File: config.mk
export PLATFORM = sky130hd
export DESIGN_NAME = vcdu_mpdu_packet_extractor
export DESIGN_NICKNAME = d
export VERILOG_FILES = /design/src/hw/rtl/vmpe_pkg.sv /design/src/hw/rtl/vmpe_core.sv /design/src/hw/rtl/vcdu_mpdu_packet_extractor.sv
export SDC_FILE = /design/constraint.sdc
export NUM_CORES = 1
export LEC_CHECK = 0
export BUFFER_PORTS_ARGS = -buffer_cell sky130_fd_sc_hd__buf_2
export CORE_UTILIZATION = 50
export CTS_BUF_LIST = sky130_fd_sc_hd__clkbuf_8 sky130_fd_sc_hd__clkbuf_16
export DETAILED_ROUTE_END_ITERATION = 16
export HOLD_SLACK_MARGIN = 0.08
export PLACE_DENSITY = 0.7
export SLEW_MARGIN = 10
export SYNTH_ARGS = -nofsm -noshare
export SYNTH_HDL_FRONTEND = slang
export SYNTH_SLANG_ARGS = --single-unit
File: constraint.sdc
create_clock -name i_clk -period 24.1 [get_ports i_clk]
set_input_delay 4.82 -clock i_clk [delete_from_list [all_inputs] [get_ports i_clk]]
set_output_delay 4.82 -clock i_clk [all_outputs]
set_load 0.01 [all_outputs]
File: src/hw/rtl/vmpe_pkg.sv
// shared types and constants of the vcdu m_pdu packet extractor
// no dependencies
package vmpe_pkg;

    localparam int MAX_FRAME_BYTES_DEF = 2048;

    localparam int FL_W       = 12;
    localparam int DS_W       = 11;
    localparam int PTR_W      = 11;
    localparam int CH_W       = 6;
    localparam int CNT_W      = 24;
    localparam int SEG_W      = 12;
    localparam int LEN_W      = 17;
    localparam int CFG_IDX_W  = 3;
    localparam int CFG_DATA_W = 12;

    localparam logic [PTR_W-1:0] IDLE_POINTER = 11'h7ff;

    // header byte positions
    localparam int POS_CHANNEL = 1;
    localparam int POS_CNT_HI  = 2;
    localparam int POS_CNT_MID = 3;
    localparam int POS_CNT_LO  = 4;
    localparam int PTR_AT_IZ   = 8;
    localparam int PTR_AT_NO   = 6;

    // offsets within a packet
    localparam int LEN_HI_OFS  = 4;
    localparam int LEN_LO_OFS  = 5;
    localparam int PKT_HDR_LEN = 6;

    // reset values of the configuration
    localparam logic [FL_W-1:0] RST_FRAME_LENGTH = 12'd1020;
    localparam logic [DS_W-1:0] RST_DATA_START   = 11'd10;
    localparam logic [DS_W-1:0] RST_DATA_SIZE    = 11'd1010;

    typedef enum logic [CFG_IDX_W-1:0] {
        REG_FRAME_LENGTH = 3'd0,
        REG_INSERT_ZONE  = 3'd1,
        REG_CHANNEL_ID   = 3'd2,
        REG_DATA_START   = 3'd3,
        REG_DATA_SIZE    = 3'd4,
        REG_IDLE_NEW     = 3'd5
    } t_cfg_index;

    typedef struct packed {
        logic [FL_W-1:0] frame_length;
        logic            insert_zone_present;
        logic [CH_W-1:0] channel_id;
        logic [DS_W-1:0] data_start;
        logic [DS_W-1:0] data_size;
        logic            idle_pointer_always_new;
    } t_cfg;

    typedef struct packed {
        logic             starts_new_packet;
        logic             segment_last;
        logic             segment_first;
        logic [CNT_W-1:0] frame_count;
        logic [7:0]       packet_byte;
    } t_result;

endpackage

File: src/hw/rtl/vmpe_core.sv
// frame header decode, data zone segmentation and per-byte result
// depends on vmpe_pkg
module vmpe_core #(
    parameter int MAX_FRAME_BYTES = vmpe_pkg::MAX_FRAME_BYTES_DEF
) (
    input  logic              i_clk,
    input  logic              i_rst_n,
    input  vmpe_pkg::t_cfg    i_cfg,
    input  logic              i_valid,
    input  logic [7:0]        i_byte,
    output logic              o_res_valid,
    output vmpe_pkg::t_result o_res
);
    import vmpe_pkg::*;

    localparam int POS_W = $clog2(MAX_FRAME_BYTES);
    localparam int CW    = ((POS_W > SEG_W) ? POS_W : SEG_W) + 1;

    logic [POS_W-1:0] r_pos, n_pos;
    logic [CNT_W-1:0] r_cur, n_cur;
    logic [CNT_W-1:0] r_prev, n_prev;
    logic             r_match, n_match;
    logic             r_cont, n_cont;
    logic [PTR_W-1:0] r_hp, n_hp;
    logic [SEG_W-1:0] r_nps, n_nps;
    logic [SEG_W-1:0] r_seg_end, n_seg_end;
    logic [7:0]       r_lhb, n_lhb;

    logic [CW-1:0]    fl_c, ds_c, size_c, ptr_at_c, zone_c, pos_c, zoff_c, pos1_c;
    logic             zone_ok, in_zone, emit, first, last, fresh;
    logic [SEG_W-1:0] z, zone12;
    logic [LEN_W-1:0] len, cand;

    always_comb begin
        fl_c = CW'(i_cfg.frame_length);
        if (fl_c > CW'(MAX_FRAME_BYTES)) begin
            fl_c = CW'(MAX_FRAME_BYTES);
        end
        if (fl_c == '0) begin
            fl_c = CW'(1);
        end
        ds_c     = CW'(i_cfg.data_start);
        size_c   = CW'(i_cfg.data_size);
        ptr_at_c = i_cfg.insert_zone_present ? CW'(PTR_AT_IZ) : CW'(PTR_AT_NO);
        pos_c    = CW'(r_pos);
        pos1_c   = pos_c + CW'(1);

        zone_ok = (ds_c > ptr_at_c + CW'(1)) && (ds_c < fl_c);
        zone_c  = '0;
        if (zone_ok) begin
            zone_c = (ds_c + size_c > fl_c) ? (fl_c - ds_c) : size_c;
        end
        zoff_c = pos_c - ds_c;
        z      = zoff_c[SEG_W-1:0];
        zone12 = zone_c[SEG_W-1:0];

        n_pos     = r_pos;
        n_cur     = r_cur;
        n_prev    = r_prev;
        n_match   = r_match;
        n_cont    = r_cont;
        n_hp      = r_hp;
        n_nps     = r_nps;
        n_seg_end = r_seg_end;
        n_lhb     = r_lhb;
        in_zone   = 1'b0;
        emit      = 1'b0;
        first     = 1'b0;
        last      = 1'b0;
        fresh     = 1'b0;
        len       = '0;
        cand      = '0;

        if (i_valid) begin
            // header decode
            if (pos_c == '0) begin
                n_match = 1'b0;
            end
            if (pos_c == CW'(POS_CHANNEL)) begin
                n_match = (i_byte[CH_W-1:0] == i_cfg.channel_id);
            end
            if (pos_c == CW'(POS_CNT_HI)) begin
                n_cur = {i_byte, 16'h0000};
            end
            if (pos_c == CW'(POS_CNT_MID)) begin
                n_cur = {r_cur[23:16], r_cur[15:8] | i_byte, r_cur[7:0]};
            end
            if (pos_c == CW'(POS_CNT_LO)) begin
                n_cur = {r_cur[23:8], r_cur[7:0] | i_byte};
                if (r_match) begin
                    n_cont = (({1'b0, r_prev} + 25'd1) == {1'b0, n_cur});
                    n_prev = n_cur;
                end
            end
            if (pos_c == ptr_at_c) begin
                n_hp = {i_byte[2:0], 8'h00};
            end
            if (pos_c == ptr_at_c + CW'(1)) begin
                n_hp      = {r_hp[10:8], r_hp[7:0] | i_byte};
                n_nps     = SEG_W'(n_hp);
                n_seg_end = '0;
            end

            // data zone
            in_zone = zone_ok && n_match && (pos_c >= ds_c) && (zoff_c < zone_c);
            if (in_zone) begin
                if (r_hp == IDLE_POINTER) begin
                    fresh = i_cfg.idle_pointer_always_new;
                    emit  = fresh || r_cont;
                    first = (z == '0);
                    last  = (z + SEG_W'(1) == zone12);
                end else if (z < SEG_W'(r_hp)) begin
                    fresh = 1'b0;
                    emit  = r_cont;
                    first = (z == '0);
                    last  = (z + SEG_W'(1) == SEG_W'(r_hp)) || (z + SEG_W'(1) == zone12);
                end else begin
                    fresh = 1'b1;
                    emit  = 1'b1;
                    first = (z == r_nps);
                    if (first) begin
                        n_seg_end = zone12;
                    end
                    if (z == r_nps + SEG_W'(LEN_HI_OFS)) begin
                        n_lhb = i_byte;
                    end
                    if (z == r_nps + SEG_W'(LEN_LO_OFS)) begin
                        len  = LEN_W'({r_lhb, i_byte}) + LEN_W'(1);
                        cand = LEN_W'(r_nps) + len + LEN_W'(PKT_HDR_LEN);
                        n_seg_end = (cand < LEN_W'(zone12)) ? cand[SEG_W-1:0] : zone12;
                    end
                    last = (z + SEG_W'(1) == n_seg_end);
                    if (last) begin
                        n_nps = n_seg_end;
                    end
                end
            end

            n_pos = (pos1_c >= fl_c) ? '0 : pos1_c[POS_W-1:0];
        end
    end

    assign o_res_valid             = in_zone && emit;
    assign o_res.packet_byte       = i_byte;
    assign o_res.frame_count       = n_cur;
    assign o_res.segment_first     = first;
    assign o_res.segment_last      = last;
    assign o_res.starts_new_packet = fresh;

    always_ff @(posedge i_clk) begin
        if (!i_rst_n) begin
            r_pos     <= '0;
            r_cur     <= '0;
            r_prev    <= '0;
            r_match   <= 1'b0;
            r_cont    <= 1'b0;
            r_hp      <= '0;
            r_nps     <= '0;
            r_seg_end <= '0;
            r_lhb     <= '0;
        end else begin
            r_pos     <= n_pos;
            r_cur     <= n_cur;
            r_prev    <= n_prev;
            r_match   <= n_match;
            r_cont    <= n_cont;
            r_hp      <= n_hp;
            r_nps     <= n_nps;
            r_seg_end <= n_seg_end;
            r_lhb     <= n_lhb;
        end
    end

endmodule

File: src/hw/rtl/vcdu_mpdu_packet_extractor.sv
// Takes one byte of a frame-aligned transfer frame stream per clock and
// accepts a new byte in every cycle: header decode, channel filter,
// continuity check and segment marking all settle in the cycle the byte is
// taken, and the resulting data zone byte is registered in the output
// register, or in the skid register while that is held. Bytes of no
// emitted segment produce no output. The output register is backed by a
// one-entry skid register, so the input stays ready while a result waits;
// it drops only after the downstream side has stalled with both registers
// full. Writes on the plain config write port take effect on the next byte.
// depends on vmpe_pkg and vmpe_core
module vcdu_mpdu_packet_extractor #(
    parameter int MAX_FRAME_BYTES = vmpe_pkg::MAX_FRAME_BYTES_DEF
) (
    input  logic                            i_clk,
    input  logic                            i_rst_n,
    // config write port
    input  logic                            i_cfg_we,
    input  logic [vmpe_pkg::CFG_IDX_W-1:0]  i_cfg_index,
    input  logic [vmpe_pkg::CFG_DATA_W-1:0] i_cfg_data,
    // input stream
    input  logic                            i_s_axis_tvalid,
    output logic                            o_s_axis_tready,
    input  logic [7:0]                      i_s_axis_tdata,  // stream_byte
    // output stream
    output logic                            o_m_axis_tvalid,
    input  logic                            i_m_axis_tready,
    output logic [31:0]                     o_m_axis_tdata,  // packet_byte, frame_count
    output logic                            o_m_axis_tlast,  // segment_last
    output logic [1:0]                      o_m_axis_tuser   // segment_first, starts_new_packet
);
    import vmpe_pkg::*;

    t_cfg    r_cfg;
    logic    core_valid;
    logic    res_valid;
    t_result res;
    logic    r_out_valid;
    t_result r_out;
    logic    r_skid_valid;
    t_result r_skid;
    logic    out_fire;

    always_ff @(posedge i_clk) begin
        if (!i_rst_n) begin
            r_cfg.frame_length            <= RST_FRAME_LENGTH;
            r_cfg.insert_zone_present     <= 1'b1;
            r_cfg.channel_id              <= '0;
            r_cfg.data_start              <= RST_DATA_START;
            r_cfg.data_size               <= RST_DATA_SIZE;
            r_cfg.idle_pointer_always_new <= 1'b0;
        end else if (i_cfg_we) begin
            case (i_cfg_index)
                REG_FRAME_LENGTH: r_cfg.frame_length            <= i_cfg_data[FL_W-1:0];
                REG_INSERT_ZONE:  r_cfg.insert_zone_present     <= i_cfg_data[0];
                REG_CHANNEL_ID:   r_cfg.channel_id              <= i_cfg_data[CH_W-1:0];
                REG_DATA_START:   r_cfg.data_start              <= i_cfg_data[DS_W-1:0];
                REG_DATA_SIZE:    r_cfg.data_size               <= i_cfg_data[DS_W-1:0];
                REG_IDLE_NEW:     r_cfg.idle_pointer_always_new <= i_cfg_data[0];
                default: begin
                end
            endcase
        end
    end

    assign o_s_axis_tready = !r_skid_valid;
    assign core_valid      = i_s_axis_tvalid && o_s_axis_tready;

    vmpe_core #(
        .MAX_FRAME_BYTES (MAX_FRAME_BYTES)
    ) u_core (
        .i_clk       (i_clk),
        .i_rst_n     (i_rst_n),
        .i_cfg       (r_cfg),
        .i_valid     (core_valid),
        .i_byte      (i_s_axis_tdata),
        .o_res_valid (res_valid),
        .o_res       (res)
    );

    assign out_fire = r_out_valid && i_m_axis_tready;

    always_ff @(posedge i_clk) begin
        if (!i_rst_n) begin
            r_out_valid  <= 1'b0;
            r_skid_valid <= 1'b0;
        end else if (r_skid_valid) begin
            if (out_fire) begin
                r_out        <= r_skid;
                r_skid_valid <= 1'b0;
            end
        end else if (res_valid) begin
            if (!r_out_valid || out_fire) begin
                r_out       <= res;
                r_out_valid <= 1'b1;
            end else begin
                r_skid       <= res;
                r_skid_valid <= 1'b1;
            end
        end else if (out_fire) begin
            r_out_valid <= 1'b0;
        end
    end

    assign o_m_axis_tvalid = r_out_valid;
    assign o_m_axis_tdata  = {r_out.frame_count, r_out.packet_byte};
    assign o_m_axis_tlast  = r_out.segment_last;
    assign o_m_axis_tuser  = {r_out.starts_new_packet, r_out.segment_first};

endmodule

# Word level (Yosys, flattened, before mapping)
# Index checks and enable logic that the tools add are counted.
classes:
  n_lt_le_gt_ge: 9
  div: 0
  shifts: 0
  eq_ne: 22
  n_addsub: 12
  bitwise: 8
  reduce_logical: 33
  n_mul: 0
  n_mux: 59
op_table:
  columns: ["op", "count"]
  rows:
  - ["$mux W12", 18]
  - ["$mux W35", 4]
  - ["$mux W24", 4]
  - ["$eq A12 B12 Y1", 5]
  - ["$mux W1", 27]
  - ["$eq A11 B13 Y1", 2]
  - ["$mux W13", 2]
  - ["$add A24 B1 Y25 const B", 1]
  - ["$eq A25 B24 Y1", 1]
  - ["$add A12 B3 Y12 const B", 2]
  - ["$or A8 B8 Y8", 3]
  - ["$eq A11 B2 Y1 const B", 2]
  - ["$add A12 B17 Y17", 1]
  - ["$add A16 B1 Y17 const B", 1]
  - ["$add A17 B3 Y17 const B", 1]
  - ["$lt A17 B12 Y1", 1]
  - ["$mux W8", 2]
  - ["$reduce_and A2 Y1", 7]
  - ["$add A13 B1 Y13 const B", 1]
  - ["$ge A13 B12 Y1", 1]
  - ["$gt A11 B13 Y1", 1]
  - ["$gt A13 B12 Y1", 1]
  - ["$logic_not A13 Y1", 1]
  - ["$lt A13 B13 Y1", 1]
  - ["other kinds (31)", 53]
totals:
  wordCells: 171
  latch_bits: 0
  rom_bits: 0
  mem_count: 0
  input_bits: 28
  ram_bits: 0
  ff_bits: 218
  output_inout_bits: 37

# Logic depth before layout (Yosys ltp)
# Gate-level depths: netlist of run 1.
logic_depth:
  depth_word: 22
  mapped_depth: 39
  mapped_depth_nobuf: 36

# Hierarchy
# A second synthesis of run 1 with hierarchy kept.
unflattened:
  hier_cells: 1719
  area_unflattened_um2: 15082.0
by_module_without_submodules:
  columns: ["mod", "area_per_inst_um2", "seq_area_each_um2", "cells_per_inst", "instances"]
  rows:
  - ["vmpe_core", 10956.8, 2082.0, 1428, 1]
  - ["vcdu_mpdu_packet_extractor", 4125.2, 2982.9, 291, 1]

# Worst setup path before layout of run 1
# No wires, ideal clock.
synth_timing:
  kind: "in2reg"
  startpoint: "in i_s_axis_tdata[1]"
  endpoint: "reg u_core.r_nps[4]"
  path_buffers: 3
  arrival_ps: 10664
  setup_ps: 123
  path_slack_ps: 13314
  path_stages: 29
  required_ps: 23977
  cell_sequence: "clkbuf_1 > inv_1 > ha_1 > inv_1 > ha_1 > fa_1 > a21oi_1 > o21ai_0 > a21oi_1 > o21bai_1 > a21oi_1 > xnor2_1 > ha_1 > a21o_1 > a211oi_1 > o2111ai_1 > a2111oi_0 > o221ai_1 > a2111oi_2 > and2_1 > buf_2 > nand4_1 > a31oi_1 > nand4_1 > or4_4 > nor4_4 > buf_4 > nor3b_2 > nor3_2"
synth_between:
  elab_chain_len: 15
  elab_cells_between_ends: 21
  classes_between: "3 x add/sub; 1 x order compare; 2 x eq/ne; 12 x mux; 3 x reduce/logical"
synth_rtl:
  columns: ["element", "line", "text"]
  rows:
  - ["start: declaration", "vcdu_mpdu_packet_extractor.sv:23", "input logic [7:0] i_s_axis_tdata,"]
  - ["$add A16 B1 Y17", "vmpe_core.sv:128", "len = LEN_W'({r_lhb, i_byte}) + LEN_W'(1);"]
  - ["$add A12 B17 Y17", "vmpe_core.sv:129", "cand = LEN_W'(r_nps) + len + LEN_W'(PKT_HDR_LEN);"]
  - ["$add A17 B3 Y17", "vmpe_core.sv:129", null]
  - ["$lt A17 B12 Y1", "vmpe_core.sv:130", "n_seg_end = (cand < LEN_W'(zone12)) ? cand[SEG_W-1:0] : zone12;"]
  - ["$mux W12", "vmpe_core.sv:130", null]
  - ["$mux W12", "vmpe_core.sv:127", "if (z == r_nps + SEG_W'(LEN_LO_OFS)) begin"]
  - ["$mux W12", "vmpe_core.sv:112", "end else if (z < SEG_W'(r_hp)) begin"]
  - ["$mux W12", "vmpe_core.sv:107", "if (r_hp == IDLE_POINTER) begin"]
  - ["$mux W12", "vmpe_core.sv:106", "if (in_zone) begin"]
  - ["$mux W12", "vmpe_core.sv:74", "if (i_valid) begin"]
  - ["$eq A12 B12 Y1", "vmpe_core.sv:132", "last = (z + SEG_W'(1) == n_seg_end);"]
  - ["$mux W12", "vmpe_core.sv:133", "if (last) begin"]
  - ["$mux W12", "vmpe_core.sv:112", null]
  - ["$mux W12", "vmpe_core.sv:107", null]
  - ["$mux W12 (*)", "vmpe_core.sv:106", null]
  - ["end signal: assignment", "vmpe_core.sv:168", "r_nps <= n_nps;"]
  - ["end: declaration", "vmpe_core.sv:25", "logic [SEG_W-1:0] r_nps, n_nps;"]
# Every way passes the cells marked *; elsewhere a longest branch is shown, timed or not. The select of a mux whose other input is x is not followed.
# A chain may end at the register's enable or synchronous reset.

# Worst setup path after layout of run 1
layout_timing:
  startpoint: "in i_s_axis_tdata[2]"
  endpoint: "reg u_core.r_nps[2]"
# The elaborated chain is that of the path after synthesis.

==> results_dict.tcl, run 1 <==
set metrics [dict create \
    start_util_pct 51.2 \
    fmax_ghz 0.0841 \
    clkLatencyLatePin_ps 550 \
    reg2reg_to "u_core.r_nps[2]$_SDFFE_PN0P_" \
    ys_ff_latch 218 \
    antenna_found_initial 0 \
    r2r_slack_ps 13310 \
    layout.cells.most_common_list "nand2_1 (213), dfxtp_1 (147), ha_1 (129)" \
    cts_tree "yes" \
    powerDensity_mw_per_mm2 57.3 \
    clockRootBuffer "clkbuf_16" \
    drc_errors 0 \
    ys_warn_count 0 \
    wirelength_mm 47.9 \
    finalHoldViolCount 0 \
    cts_sinks 218 \
    cp-startpoint "i_s_axis_tdata[2]" \
    numCtsBuffers 24 \
    gr-usage-all-layers_pct 29.4 \
    hold_buffers 0 \
    ir_worst_vdd_v 0.0000508 \
    drive_gt1_share_pct 10.1 \
    vias_per_cell 6.18 \
    rows 64 \
    power_leakage_nw 6.90 \
    fin_skew_ps 19.3 \
    cp_slowest_cell "nor4_4" \
    place.gp.congestion 1.03 \
    ys_seq_area_share_pct 32.2 \
    synth_top_area_share_pct 18.8 \
    areaGrowthSynthToFinish_pct 8.56 \
    worst-path-stages 27 \
    n_fill_cell 2867 \
    tightestPinTransition_ps 1140 \
    synth_area_leader_cell "dfxtp_1" \
    total_power_uw 979 \
    wire_per_inst_um 21.1 \
    pin_count 65 \
    fin_cells 2268 \
    r2r_cells 36 \
    start_kind "input port" \
    seq_area_mm2 0.00507 \
    die-area_mm2 0.0322 \
    die_height_um 179 \
    final_common_cell "nand2_1" \
    yosysUniqueCellTypes 103 \
    portBuffers 64 \
    relSlewSlack_pct 23.2 \
    finalSetupViolations 0 \
    cpLargestDelayFamily "simple AND/OR/NAND/NOR gates" \
    syn_nets 2002 \
    endpoint "u_core.r_nps[2]$_SDFFE_PN0P_" \
    firstDrtPassIters 11 \
    cp.required_ps 24530 \
    synth_area_leaders "dfxtp_1 (19%), edfxtp_1 (13%), ha_1 (10%), nand2_1 (5.1%), xnor2_1 (4.9%)" \
    syn_inst 1841 \
    path_clk_slew_ps 60 \
    synth_edf_count 70 \
    grt.overflow.total 0 \
    finalCriticalPeriod_ps 11900 \
    multi_input_area_mm2 0.0100 \
    antenna_left 0 \
    dp_cells 2224 \
    nets 2015 \
    place_hpwl_mm 36.2 \
    r2r_start "r_cfg[1]$_SDFFE_PN0P_" \
    coreArea_mm2 0.0307 \
    slowest_delay_ps 940 \
    synth_area_per_cell_um2 8.55 \
    cts_setup_buffers 0 \
    cts_resized 0 \
    status "finished, final reports clean" \
    insertedDiodeCount 0 \
    final_util_pct 55.6 \
    cp.buffers_inverters 3 \
    worstSetupEndpointType "register" \
    arrival_ps 12320 \
    fp.dieW_um 179 \
    syn_area_mm2 0.0157 \
    path_class "input port to register" \
    tns_ps 0 \
    vias 14000 \
    grt_first_pass_wirelength_mm 75.1 \
    htreeDepth 1 \
    drtIter0Drc 1468 \
    crit_fanout 23 \
    clk_path_buf_depth 3 \
    grt_max_degree 82 \
    async_flop_share_pct 0 \
    post-route-period-util_pct 49.4 \
    grt_pass1_vias 13400 \
    drv_cap 0 \
    crit_path_frequent_cell "ha_1" \
    rsz0062_at_grt "no" \
    hold_class "register to register" \
    finalMaxSlewViolations 0 \
    synth_ff_type "dfxtp_1" \
]
[registers in the layout (all words and copies together) (netlist names)]
register	cells
o_m_axis_tdata	32
o_m_axis_tlast	1
o_m_axis_tuser	2
o_m_axis_tvalid	1
r_cfg	42
r_skid	35
r_skid_valid	1
u_core.r_cont	1
u_core.r_cur	24
u_core.r_hp	11
u_core.r_lhb	8
u_core.r_match	1
u_core.r_nps	12
u_core.r_pos	11
u_core.r_prev	24
u_core.r_seg_end	12
[synthesized netlist by cell type, types with 20 or more instances]
cell	n
o31ai_1	20
nand2_1	213
clkbuf_1	74
o21ai_0	66
a211oi_1	29
xor2_1	46
inv_1	91
nor3_1	52
mux2_2	22
xnor2_1	88
nor2b_1	41
and2_1	21
nor2_1	123
edfxtp_1	70
a21boi_0	23
ha_1	129
mux2i_1	23
and3_1	24
dfxtp_1	148
nand4_1	28
nand3_1	82
a21oi_1	108
o21a_1	23
a21o_1	32
[per-layer routing]
| metal | GRT usage, % | part of all wire (%) | vias to the layer above |
|---|---|---|---|
| met5 | 0 | 0 | - |
| met4 | 12.6 | 4.4 | 0 |
| met3 | 5.23 | 7.2 | 111 |
| met2 | 47.0 | 45 | 488 |
| met1 | 39.0 | 43 | 6735 |
| li1 | - | - | 6680 |
[cell type report]
class | instances | share of cell area (%)
Sequential cell | 218 | 29.6
Tap cell | 396 | 2.90
Clock inverter | 19 | 0.908
Multi-Input combinational cell | 1440 | 58.5
Clock buffer | 25 | 3.59
Inverter | 93 | 2.04
Timing Repair Buffer | 77 | 2.44
[where the power goes]
| group | internal [mW] | leakage [nW] | switching, mW | total, mW |
|---|---|---|---|---|
| combinational | 0.0820 | 4.67 | 0.145 | 0.227 |
| clock | 0.206 | 0.415 | 0.158 | 0.364 |
| sequential | 0.381 | 1.81 | 0.00622 | 0.387 |
[metrics by stage]
step / setup slack (ps) / instance area (µm²) / hold slack, ps
floorplan: 13310 / 15700 / 443
global placement: 11890 / 16300 / 461
detailed placement: 11680 / 16300 / 462
CTS: 12240 / 17100 / 471
global route: 11390 / 17100 / 498
finish: 12200 / 17100 / 470
[cell families after synthesis]
kind of cell	synth area share (%)
and+or+nand+nor	22.7
AOI/OAI and AO/OA	18.6
DFF	32.2
buffers and inverters	4.51
xor gates and xnor gates	8.25
adders and majority gates	10.8
muxes	3.04
[worst min-delay path by stage]
stage / slack, ps / to / cells after the start / start
after floorplan: 440 / r_cfg[30]$_SDFFE_PN0P_ / 2 / r_cfg[30]$_SDFFE_PN0P_
after global placement: 460 / r_cfg[30]$_SDFFE_PN0P_ / 2 / r_cfg[30]$_SDFFE_PN0P_
after detailed placement: 460 / r_cfg[30]$_SDFFE_PN0P_ / 2 / r_cfg[30]$_SDFFE_PN0P_
after CTS: 470 / r_cfg[30]$_SDFFE_PN0P_ / 2 / r_cfg[30]$_SDFFE_PN0P_
after global routing: 500 / r_cfg[30]$_SDFFE_PN0P_ / 2 / r_cfg[30]$_SDFFE_PN0P_
final: 470 / r_cfg[30]$_SDFFE_PN0P_ / 2 / r_cfg[30]$_SDFFE_PN0P_
[worst register-to-register path: cells and delay by family, from the launching register on]
family / cells / cell delay (ps)
flip-flops: 1 / 560
buffers and inverters: 3 / 360
adder cells (fa/ha/maj): 4 / 1320
AO/OA/AOI/OAI: 19 / 5070
AND/OR/NAND/NOR: 9 / 3220
XOR/XNOR: 1 / 140
(Power assumes the default switching activity.)
==> inputs of run 2 (changes only) <==
- ABC_AREA: not set -> 1
- clock period: 24.1 -> 11.7 ns (I/O delays scaled with it)
==> run 2 against run 1 <==
Core utilization rose by 0.42 points. Setup slack worse by 8400 ps. Critical endpoint is now u_core.r_nps[10]$_SDFFE_PN0P_. Via count increased by 14%. Clock-buffer cell count rose by 1. Synthesized cell count rose by 29%. Critical path depth grew 12. Final area increased by 4.5%. Combinational power grew 120%.
==> results_dict.tcl, run 2 <==
set metrics [dict create \
    status "finished, final reports clean" \
    async_flop_share_pct 0 \
    cts_resized 0 \
    final_area_mm2 0.0179 \
    vias 16000 \
    wire_per_inst_um 19.1 \
    ys_warn_count 0 \
    path_clk_slew_ps 60 \
    grt_pass1_vias 14800 \
    grt_max_degree 80 \
    power_leakage_nw 8.60 \
    tightestPinTransition_ps 867 \
    cp-startpoint "r_cfg[12]$_SDFFE_PN0P_" \
    r2r_start "r_cfg[12]$_SDFFE_PN0P_" \
    crit_path_frequent_cell "nand2_1" \
    drive_gt1_share_pct 7.79 \
    hp-start "u_core.r_seg_end[2]$_SDFFE_PN0P_" \
    worstSetupEndpointType "register" \
    numCtsBuffers 24 \
    grt_first_pass_wirelength_mm 84.4 \
    die-area_mm2 0.0335 \
    arrival_ps 8340 \
    drc_errors 0 \
    synth_ff_type "dfxtp_1" \
    cp.required_ps 12120 \
    finalCriticalPeriod_ps 7920 \
    finalMaxSlewViolations 0 \
    post-route-period-util_pct 67.7 \
    rows 65 \
    finalHoldViolCount 0 \
    synth_top_area_share_pct 18.1 \
    cp_slowest_cell "nand2_1" \
    gr-usage-all-layers_pct 32.9 \
    drv_cap 0 \
    largest_register "r_cfg" \
    vias_per_cell 5.58 \
    synth_common_cells "nand2_1 (581), inv_1 (339), nor2_1 (191)" \
    final_common_cell "nand2_1" \
    finalSetupViolations 0 \
    syn_nets 2534 \
    htreeDepth 1 \
    ir_worst_vdd_v 0.000159 \
    synth_area_leaders "dfxtp_1 (18%), nand2_1 (13%), edfxtp_1 (13%), ha_1 (9.9%), inv_1 (7.8%)" \
    layout.cells.most_common_list "nand2_1 (581), inv_1 (344), nor2_1 (189)" \
    synth_edf_count 70 \
    start_util_pct 51.3 \
    nets 2572 \
    crit_fanout 17 \
    pin_count 65 \
    slowest_delay_ps 730 \
    coreArea_mm2 0.0319 \
    cts_tree "yes" \
    total_power_mw 2.08 \
    firstDrtPassIters 7 \
    areaGrowthSynthToFinish_pct 9.08 \
    antenna_left 0 \
    synth_area_per_cell_um2 6.90 \
    fin_skew_ps 15.8 \
    rsz0062_at_grt "no" \
    clkLatencyLatePin_ps 540 \
    clk_path_buf_depth 3 \
    fp.dieW_um 183 \
    largest_reg_flops 42 \
    yosysMostFrequentCell "nand2_1" \
    clockRootBuffer "clkbuf_16" \
    portBuffers 64 \
    cp.buffers_inverters 5 \
    relSlewSlack_pct 40.7 \
    cts_sinks 218 \
    place.gp.congestion 1.01 \
    hold_buffers 0 \
    path_class "register to register" \
    place_hpwl_mm 42.5 \
    drtIter0Drc 1542 \
    synth_area_leader_cell "dfxtp_1" \
    fmax_ghz 0.126 \
    cts_setup_buffers 0 \
    wirelength_mm 54.7 \
    hold_class "register to register" \
    powerDensity_mw_per_mm2 117 \
    cpLargestDelayFamily "simple AND/OR/NAND/NOR gates" \
    ys_ff_latch 218 \
    ys_seq_area_share_pct 30.9 \
    insertedDiodeCount 0 \
    placed_cell_area_mm2 0.0171 \
    antenna_found_initial 1 \
    die_height_um 183 \
    syn_inst 2373 \
    tns_ps 0 \
    yosysUniqueCellTypes 59 \
    grt.overflow.total 0 \
    syn_area_mm2 0.0164 \
    start_kind "register" \
]
[run 2: changes by cell type in the layout (fill, tap and decap cells not counted), moves of 28 or more]
cell,delta
a21o_1,-28
a21oi_1,+50
inv_1,+243
nand2_1,+368
nand3_1,+104
nor2_1,+66
nor2b_1,-41
o21ai_0,+82
xnor2_1,-67
xor2_1,+32
[run 2: layer usage]
| layer | vias to the layer above | wire length (µm) | track usage, % | share of wire, % |
|---|---|---|---|---|
| met5 | - | 8 | 0 | 0.015 |
| met4 | 2 | 2150 | 12.1 | 3.9 |
| met3 | 116 | 4120 | 4.43 | 7.5 |
| met2 | 606 | 23800 | 53.1 | 44 |
| met1 | 7375 | 24600 | 44.8 | 45 |
| li1 | 7870 | - | - | - |
[run 2: metrics by stage]
stage	utilization, %	setup slack, ps	cells	hold WS [ps]
2_1_floorplan	-	4150	2373	439
3_3_place_gp	53.5	3940	2820	452
3_5_place_dp	53.5	3760	2820	457
4_1_cts	56.0	3970	2862	466
5_1_grt	56.0	3130	2862	497
6_report	56.0	3780	2862	469
[run 2: cell families (layout without fill, tap and decap cells)]
kind of cell | Yosys count | count (layout) | share of synthesized area (%)
AO/OA/AOI/OAI | 387 | 387 | 13.3
XOR/XNOR | 103 | 103 | 5.76
adder cells (fa/ha/maj) | 133 | 133 | 10.3
buffers and inverters | 409 | 463 | 9.58
flip-flops | 218 | 218 | 30.9
AND/OR/NAND/NOR | 1123 | 1123 | 30.1
[run 2: worst paths after layout]
check | end | slack (ps) | depth (start not counted)
worst min register to register | u_core.r_seg_end[2]$_SDFFE_PN0P_ | 470 | 2
worst min-delay path | u_core.r_seg_end[2]$_SDFFE_PN0P_ | 470 | 2
worst max-delay path | u_core.r_nps[10]$_SDFFE_PN0P_ | 3780 | 39
worst max register to register | u_core.r_nps[10]$_SDFFE_PN0P_ | 3780 | 39
[run 2: tightest hold or removal path: stages, from the launching register on]
cell	delay [ps]
dfxtp_1	300
nand2_1	60
a21oi_1	60
[run 2: power by group]
part / internal [mW] / switching [mW]
Combinational: 0.154 / 0.350
Sequential: 0.788 / 0.0116
Clock: 0.453 / 0.327
Total: 1.39 / 0.689
[run 2: cell type report]
class                           instances  area, µm²
Timing Repair Buffer                   74        395
Clock inverter                         16        169
Multi-Input combinational cell       1746       9750
Sequential cell                       218       5070
Inverter                              347       1300
Tap cell                              435        544
Fill cell                            3144      14000
Clock buffer                           26        628
